**src/design/swr_pkg.sv**
```systemverilog
// Shared constants, types and command/status bundles for the sampling block.
package swr_pkg;

	localparam int MAX_POPULATION = 256;
	localparam int IDX_W          = $clog2(MAX_POPULATION);
	localparam int CNT_W          = IDX_W + 1;
	localparam int WORD_W         = 31;
	localparam int TDATA_IN_W     = ((WORD_W + 7) / 8) * 8;
	localparam int TDATA_OUT_W    = ((IDX_W + 7) / 8) * 8;
	localparam int DIV_CNT_W      = $clog2(WORD_W);
	localparam int CFG_W          = 9;
	localparam int APB_ADDR_W     = 3;
	localparam int APB_DATA_W     = 32;

	// register select: bit 2 of paddr
	localparam logic REG_POP_SIZE     = 1'b0;
	localparam logic REG_NUM_SELECTED = 1'b1;

	localparam logic [CFG_W-1:0] POP_SIZE_RST     = CFG_W'(256);
	localparam logic [CFG_W-1:0] NUM_SELECTED_RST = CFG_W'(16);

	typedef struct packed {
		logic start;
		logic div_step;
		logic scan_step;
		logic commit;
	} swr_cmd_t;

	typedef struct packed {
		logic div_last;
		logic scan_done;
	} swr_sts_t;

endpackage

```
**src/design/swr_ram.sv**
```systemverilog
// Generic single-write, single-read RAM with registered read data.
module swr_ram #(
	parameter int WIDTH = 8,
	parameter int DEPTH = 256
) (
	input  logic                     clk,
	input  logic                     wr_en,
	input  logic [$clog2(DEPTH)-1:0] wr_addr,
	input  logic [WIDTH-1:0]         wr_data,
	input  logic [$clog2(DEPTH)-1:0] rd_addr,
	output logic [WIDTH-1:0]         rd_data
);

	logic [WIDTH-1:0] mem_q [DEPTH];

	always_ff @(posedge clk) begin
		if (wr_en) begin
			mem_q[wr_addr] <= wr_data;
		end
		rd_data <= mem_q[rd_addr];
	end

endmodule

```
**src/design/swr_ctrl.sv**
```systemverilog
// Controller: sequences modulo, duplicate scan and commit; owns the stream handshakes.
module swr_ctrl (
	input  logic              clk,
	input  logic              arst_n,
	input  logic              s_tvalid,
	output logic              s_tready,
	output logic              m_tvalid,
	input  logic              m_tready,
	input  swr_pkg::swr_sts_t sts,
	output swr_pkg::swr_cmd_t cmd
);
	import swr_pkg::*;

	typedef enum logic [1:0] {
		ST_IDLE,
		ST_DIV,
		ST_SCAN,
		ST_COMMIT
	} state_t;

	state_t state_q;
	logic   m_tvalid_q;
	logic   out_free;

	assign s_tready = (state_q == ST_IDLE);
	assign m_tvalid = m_tvalid_q;
	assign out_free = !m_tvalid_q || m_tready;

	always_comb begin
		cmd = '0;
		unique case (state_q)
			ST_IDLE:   cmd.start     = s_tvalid;
			ST_DIV:    cmd.div_step  = 1'b1;
			ST_SCAN:   cmd.scan_step = 1'b1;
			ST_COMMIT: cmd.commit    = out_free;
			default:   cmd           = '0;
		endcase
	end

	always_ff @(posedge clk or negedge arst_n) begin
		if (!arst_n) begin
			state_q    <= ST_IDLE;
			m_tvalid_q <= 1'b0;
		end else begin
			if ((state_q == ST_COMMIT) && out_free) begin
				m_tvalid_q <= 1'b1;
			end else if (m_tready) begin
				m_tvalid_q <= 1'b0;
			end
			unique case (state_q)
				ST_IDLE: begin
					if (s_tvalid) begin
						state_q <= ST_DIV;
					end
				end
				ST_DIV: begin
					if (sts.div_last) begin
						state_q <= ST_SCAN;
					end
				end
				ST_SCAN: begin
					if (sts.scan_done) begin
						state_q <= ST_COMMIT;
					end
				end
				ST_COMMIT: begin
					if (out_free) begin
						state_q <= ST_IDLE;
					end
				end
				default: state_q <= ST_IDLE;
			endcase
		end
	end

endmodule

```
**src/design/swr_dp.sv**
```systemverilog
// Datapath: clamps, bit-serial modulo, store of chosen indices, scan and result register.
module swr_dp (
	input  logic                         clk,
	input  logic                         arst_n,
	input  logic [swr_pkg::CFG_W-1:0]    pop_size,
	input  logic [swr_pkg::CFG_W-1:0]    num_selected,
	input  logic [swr_pkg::WORD_W-1:0]   random_word,
	input  swr_pkg::swr_cmd_t            cmd,
	output swr_pkg::swr_sts_t            sts,
	output logic [swr_pkg::IDX_W-1:0]    chosen_index,
	output logic                         last
);
	import swr_pkg::*;

	logic [CNT_W-1:0]     n_eff, k_eff, pos_eff, j_full, pos_next;
	logic [CNT_W-1:0]     pos_q, t_q;
	logic [IDX_W-1:0]     j_q, pick;
	logic [CNT_W-1:0]     rem_q;
	logic [CNT_W:0]       trial, divisor;
	logic                 trial_ge;
	logic [WORD_W-1:0]    word_q;
	logic [DIV_CNT_W-1:0] div_cnt_q;
	logic                 pend_s1, seen_q;
	logic [IDX_W-1:0]     rd_data;
	logic [IDX_W-1:0]     chosen_q;
	logic                 last_q;

	// population saturated to 1..MAX_POPULATION, count to 1..N
	always_comb begin
		n_eff = pop_size;
		if (pop_size == '0) begin
			n_eff = CNT_W'(1);
		end else if (pop_size > CNT_W'(MAX_POPULATION)) begin
			n_eff = CNT_W'(MAX_POPULATION);
		end
		k_eff = num_selected;
		if (num_selected == '0) begin
			k_eff = CNT_W'(1);
		end else if (num_selected > n_eff) begin
			k_eff = n_eff;
		end
	end

	assign pos_eff  = (pos_q >= k_eff) ? '0 : pos_q;
	assign j_full   = n_eff - k_eff + pos_eff;
	assign pos_next = pos_q + CNT_W'(1);

	// restoring division, one quotient bit per cycle; remainder stays below j+1
	assign divisor  = {1'b0, CNT_W'(j_q) + CNT_W'(1)};
	assign trial    = {rem_q, word_q[WORD_W-1]};
	assign trial_ge = (trial >= divisor);

	assign pick = seen_q ? j_q : rem_q[IDX_W-1:0];

	assign sts.div_last  = (div_cnt_q == '0);
	assign sts.scan_done = (t_q >= pos_q) && !pend_s1;

	swr_ram #(
		.WIDTH (IDX_W),
		.DEPTH (MAX_POPULATION)
	) u_store (
		.clk     (clk),
		.wr_en   (cmd.commit),
		.wr_addr (pos_q[IDX_W-1:0]),
		.wr_data (pick),
		.rd_addr (t_q[IDX_W-1:0]),
		.rd_data (rd_data)
	);

	always_ff @(posedge clk or negedge arst_n) begin
		if (!arst_n) begin
			pos_q   <= '0;
			pend_s1 <= 1'b0;
		end else begin
			if (cmd.start) begin
				pos_q   <= pos_eff;
				pend_s1 <= 1'b0;
			end else if (cmd.scan_step) begin
				pend_s1 <= (t_q < pos_q);
			end
			if (cmd.commit) begin
				pos_q <= (pos_next >= k_eff) ? '0 : pos_next;
			end
		end
	end

	always_ff @(posedge clk) begin
		if (cmd.start) begin
			j_q       <= j_full[IDX_W-1:0];
			word_q    <= random_word;
			rem_q     <= '0;
			div_cnt_q <= DIV_CNT_W'(WORD_W - 1);
			t_q       <= '0;
			seen_q    <= 1'b0;
		end else begin
			if (cmd.div_step) begin
				rem_q     <= trial_ge ? CNT_W'(trial - divisor) : CNT_W'(trial);
				word_q    <= {word_q[WORD_W-2:0], 1'b0};
				div_cnt_q <= div_cnt_q - DIV_CNT_W'(1);
			end
			if (cmd.scan_step && (t_q < pos_q)) begin
				t_q <= t_q + CNT_W'(1);
			end
			if (pend_s1 && (rd_data == rem_q[IDX_W-1:0])) begin
				seen_q <= 1'b1;
			end
		end
		if (cmd.commit) begin
			chosen_q <= pick;
			last_q   <= (pos_next >= k_eff);
		end
	end

	assign chosen_index = chosen_q;
	assign last         = last_q;

endmodule

```
**src/design/sample_without_replacement_top.sv**
```systemverilog
// Per input transaction: the 31-step serial modulo, then the walk over the i stored indices
// (i = draw position) through the single RAM read port, then the commit of the result.
// A new input transaction is taken only once the previous one is committed.
// A result waiting on the output register does not block the next input transaction.
// Reset (arst_n low, asynchronous): draw position 0, pop_size 256, num_selected 16;
// the index store is not cleared.
module sample_without_replacement_top (
	input  logic                              clk,
	input  logic                              arst_n,
	input  logic                              s_tvalid,
	output logic                              s_tready,
	input  logic [swr_pkg::TDATA_IN_W-1:0]    s_tdata,   // [30:0] random_word
	output logic                              m_tvalid,
	input  logic                              m_tready,
	output logic [swr_pkg::TDATA_OUT_W-1:0]   m_tdata,   // [7:0] chosen_index
	output logic                              m_tlast,
	input  logic                              psel,
	input  logic                              penable,
	input  logic                              pwrite,
	input  logic [swr_pkg::APB_ADDR_W-1:0]    paddr,
	input  logic [swr_pkg::APB_DATA_W-1:0]    pwdata,
	output logic [swr_pkg::APB_DATA_W-1:0]    prdata,
	output logic                              pready
);
	import swr_pkg::*;

	logic [CFG_W-1:0] pop_size_q, num_selected_q;
	logic             cfg_wr;
	logic [IDX_W-1:0] chosen_index;
	swr_cmd_t         cmd;
	swr_sts_t         sts;

	assign pready = 1'b1;
	assign cfg_wr = psel && penable && pwrite && pready;

	always_ff @(posedge clk or negedge arst_n) begin
		if (!arst_n) begin
			pop_size_q     <= POP_SIZE_RST;
			num_selected_q <= NUM_SELECTED_RST;
		end else if (cfg_wr) begin
			unique case (paddr[2])
				REG_POP_SIZE:     pop_size_q     <= pwdata[CFG_W-1:0];
				REG_NUM_SELECTED: num_selected_q <= pwdata[CFG_W-1:0];
				default:          pop_size_q     <= pop_size_q;
			endcase
		end
	end

	always_comb begin
		unique case (paddr[2])
			REG_POP_SIZE:     prdata = APB_DATA_W'(pop_size_q);
			REG_NUM_SELECTED: prdata = APB_DATA_W'(num_selected_q);
			default:          prdata = '0;
		endcase
	end

	swr_ctrl u_ctrl (
		.clk      (clk),
		.arst_n   (arst_n),
		.s_tvalid (s_tvalid),
		.s_tready (s_tready),
		.m_tvalid (m_tvalid),
		.m_tready (m_tready),
		.sts      (sts),
		.cmd      (cmd)
	);

	swr_dp u_dp (
		.clk          (clk),
		.arst_n       (arst_n),
		.pop_size     (pop_size_q),
		.num_selected (num_selected_q),
		.random_word  (s_tdata[WORD_W-1:0]),
		.cmd          (cmd),
		.sts          (sts),
		.chosen_index (chosen_index),
		.last         (m_tlast)
	);

	assign m_tdata = TDATA_OUT_W'(chosen_index);

endmodule

```
**config.mk**
```make
export PLATFORM = sky130hd
export DESIGN_NAME = sample_without_replacement_top
export DESIGN_NICKNAME = d
export VERILOG_FILES = /design/src/design/swr_pkg.sv /design/src/design/swr_ram.sv /design/src/design/swr_ctrl.sv /design/src/design/swr_dp.sv /design/src/design/sample_without_replacement_top.sv
export SDC_FILE = /design/constraint.sdc
export NUM_CORES = 2
export LEC_CHECK = 0
export ABC_CLOCK_PERIOD_IN_PS = 12700
export BUFFER_PORTS_ARGS = -buffer_cell sky130_fd_sc_hd__clkbuf_2
export CORE_MARGIN = 2
export CORE_UTILIZATION = 45
export CTS_CLUSTER_SIZE = 10
export DETAILED_ROUTE_END_ITERATION = 10
export GPL_ROUTABILITY_DRIVEN = 1
export MAX_ROUTING_LAYER = met4
export SYNTH_ARGS = -nofsm -noshare
export SYNTH_HDL_FRONTEND = slang
export SYNTH_SLANG_ARGS = --single-unit
```
**constraint.sdc**
```tcl
create_clock -name clk -period 12.7 [get_ports clk]
set_input_delay 0.635 -clock clk [delete_from_list [all_inputs] [get_ports clk]]
set_output_delay 0.635 -clock clk [all_outputs]
set_load 0.01 [all_outputs]
```
==> key figures <==
Timing
  • Post-route minimum period: 6.56 ns
  • Slew headroom: 11.2%
  • Final hold viol count: 0
  • Setup WS post-layout: 6.14 ns
  • Fmax: 0.152 GHz
  • Final Cycle Share: 51.6%
  • Setup TNS: 0 ns
  • Final setup fails: 0
  • RSZ-0062 raised after global routing: no
  • Max Slew Vio Count: 0
  • Worst hold slack: 0.0549 ns
  • Clock Skews: 0.0624 ns
  • Worst Tran Pin Value: 1.30 ns

Hold path
  • HP Class: primary input to flop
  • Worst hold stages: 3
  • Hold endpoint: u_dp.word_q[24]$_DFFE_PP_
  • Hold Path Origin: s_tdata[24]

Floorplanning
  • Core Region: 190000 um^2
  • Initial core utilization: 45.3%
  • IO Count: 118
  • Total die area: 195000 um^2
  • Die height: 442 um
  • Die Wd: 442 um
  • Site Rows: 160

Routing
  • Drt initial violations: 5911
  • Vias post-DR: 44400
  • Routed WL per cell: 32.2 um
  • First-pass DRT Iterations: 6
  • Vias per inst: 6.16
  • DRC viols: 0
  • Final antenna-violating net count: 0
  • WL final: 233000 um

Worst setup path
  • CP max stage cell: a21oi_1
  • Crit path max fanout: 18
  • R2R Path Start: pop_size_q[8]$_DFFE_PN1P_
  • Crit path arrival time: 7.17 ns
  • R2r setup slk: 6.14 ns
  • RR Endpoint: u_dp.j_q[7]$_DFFE_PP_
  • Kind of critical path: flop to flop
  • CP Capture Type: flop
  • Worst Path Required: 13.31 ns
  • Worst reg2reg path depth: 28
  • Max incr delay on CP: 0.63 ns
  • Crit path launch type: flop

Pwr
  • Peak VDD IR: 0.000284 V
  • Pwr Total: 22.3 mW
  • P_leak: 30.4 nW
  • Power per cell area: 232 nW/um^2

Synthesis
  • Yosys warns: 0
  • Avg Cell Area, Syn: 19.5 um^2
  • Post-Synthesis Cells: 4428
  • Top_reg_cell synth: edfxtp_1
  • Synthesis-stage register bit count: 2159
  • Post-synth ARST share: 1.44%
  • EDFF count, synth: 2096
  • Seq/Total Area, Yosys: 74.6%
  • Post-Syn Area: 86300 um^2
  • Synth cell types: 73

Clock network
  • CTS tree: built
  • CTS Buffer Depth: 3
  • Root buffer cell: clkbuf_16
  • Clock Latency Late Sink: 0.88 ns
  • H-tree levels: 4
  • Worst-path clk slew: 0.05 ns
  • CTS resizes: 0
  • Num CTS Buffers: 237
  • Clk sink count: 2159

Placed design
  • IO buf count: 67
  • Worst slack, placed: 6.16 ns
  • Post-DP HPWL: 138000 um
  • GP Congestion: 0.846

Layout
  • Layout cell share with drive strength beyond 1: 20.5%
  • Post-layout util: 50.6%
  • Area grow syn2layout: 11.6%
  • Nets: 4769
  • Fillers: 15200

GRT
  • Grt ovf: 0
  • First-pass GRT wire length: 331000 um
  • Vias in the first global route: 44300
  • Largest net degree at the start of global routing: 163
  • GRT Util Overall: 24.4%
  • Initial antenna violation count: 9

Run status
  • Outcome: complete, no violations

Run
  • MaxCap Viol Count: 0
==> critical path, delay by kind of cell, from the launching register on <==
kind	cells	cell delay, ns
AOI/OAI and AO/OA	12	2.56
xor gates and xnor gates	1	0.09
adders and majority gates	4	1.45
buffers and inverters	3	0.45
DFF	1	0.54
and+or+nand+nor	8	1.23
==> what timing repair did <==
action / in CTS / in global routing
hold buffers: 32 / 0
setup buffers: 0 / 0
hold endpoints to repair: 67 / 0
==> routing by layer <==
layer	GRT usage, %	up-vias	part of all wire, %
met5	-	-	0
met3	4.97	380	8.7
met2	36.7	2072	47
met1	33.7	23700	41
li1	-	18300	-
met4	7.54	0	3.2
==> metrics by stage <==
stage          cells  area [um^2]
2_1_floorplan   4450        86400
3_3_place_gp    6862        89300
3_5_place_dp    6862        89300
4_1_cts         7208        96200
5_1_grt         7211        96200
6_report        7215        96300
==> power by group <==
part	switching (mW)	internal, mW	total (mW)
clock network	2.66	3.39	6.06
registers	0.238	9.40	9.64
logic	4.46	2.16	6.62
==> cell type report <==
cell class	instances	area (um^2)	area share [%]
flip-flops and latches	2159	64400	66.9
clock buffers	290	6140	6.38
clock inverters	24	430	0.447
well taps	2511	3140	3.26
repair buffers	199	1520	1.58
diodes	7	17.5	0.0182
multi-input cells	1966	20400	21.2
inverters	59	224	0.233
==> placed cells by master (no fill, tap or decap), drive strengths merged, types with 15 or more instances in the layout <==
cell type | netlist | final
conb | 2 | 24
a22o | 15 | 15
mux2i | 168 | 168
mux2 | 36 | 36
nor2 | 309 | 309
o21ai | 66 | 66
o221ai | 31 | 31
nand3 | 47 | 47
a221oi | 36 | 36
nand4 | 17 | 17
a21oi | 105 | 105
mux4 | 470 | 470
clkbuf | 109 | 357
a22oi | 73 | 73
o22ai | 16 | 16
dfxtp | 32 | 32
edfxtp | 2096 | 2096
inv | 58 | 60
clkinv | 1 | 21
dfrtp | 29 | 29
dlygate4sd3 | 0 | 32
ha | 65 | 65
a211oi | 18 | 18
nor3 | 20 | 20
xnor2 | 34 | 34
nand2 | 224 | 224
o211ai | 15 | 15
buf | 157 | 100
==> kinds of logic after synthesis <==
logic type / after synthesis / share of synthesized area [%]
AO/OA/AOI/OAI: 453 / 3.60
XOR/XNOR: 44 / 0.447
adder cells (fa/ha/maj): 73 / 1.13
buffers and inverters: 325 / 2.07
flip-flops: 2159 / 74.6
multiplexers: 674 / 14.7
other: 2 / 0.00870
AND/OR/NAND/NOR: 698 / 3.44
==> flip-flops by register name, indices dropped and copies added (netlist names) <==
signal,flops
u_dp.word_q,31
u_ctrl.state_q,2
u_ctrl.m_tvalid,1
u_dp.seen_q,1
u_dp.last,1
u_dp.j_q,8
u_dp.rem_q,9
u_dp.u_store.rd_data,8
u_dp.t_q,9
u_dp.pos_q,9
pop_size_q,9
u_dp.u_store.mem_q,2048
u_dp.chosen_index,8
u_dp.pend_s1,1
num_selected_q,9
u_dp.div_cnt_q,5
==> cells in the mapped netlist, types with 16 or more instances <==
library cell / count / share of area, %
edfxtp_1: 2096 / 73
mux4_2: 465 / 12
nor2_1: 309 / 1.3
nand2_1: 224 / 0.97
mux2i_1: 168 / 1.9
clkbuf_1: 109 / 0.47
a21oi_1: 105 / 0.61
a22oi_1: 73 / 0.64
ha_1: 65 / 0.94
o21ai_0: 64 / 0.37
buf_2: 63 / 0.37
inv_1: 56 / 0.24
nand3_1: 47 / 0.27
buf_4: 38 / 0.33
a221oi_1: 36 / 0.37
mux2_2: 36 / 0.47
xnor2_1: 34 / 0.35
buf_6: 33 / 0.43
dfxtp_1: 32 / 0.74
o221ai_1: 31 / 0.31
dfrtp_1: 29 / 0.84
nor3_1: 20 / 0.12
a211oi_1: 18 / 0.16
nand4_1: 17 / 0.12
o22ai_1: 16 / 0.12
==> worst max-delay path by stage <==
stage	start	to	slack (ns)	depth (start not counted)
finish	pop_size_q[8]$_DFFE_PN1P_	u_dp.j_q[7]$_DFFE_PP_	6.14	28
global route	pop_size_q[8]$_DFFE_PN1P_	u_dp.j_q[7]$_DFFE_PP_	5.58	28
CTS	pop_size_q[8]$_DFFE_PN1P_	u_dp.j_q[7]$_DFFE_PP_	6.11	28
detailed placement	pop_size_q[8]$_DFFE_PN1P_	u_dp.j_q[7]$_DFFE_PP_	6.16	28
global placement	pop_size_q[8]$_DFFE_PN1P_	u_dp.j_q[7]$_DFFE_PP_	6.06	27
floorplan	pop_size_q[8]$_DFFE_PN1P_	u_dp.j_q[7]$_DFFE_PP_	6.73	29
No activity file was read; power rests on OpenSTA's default activity.
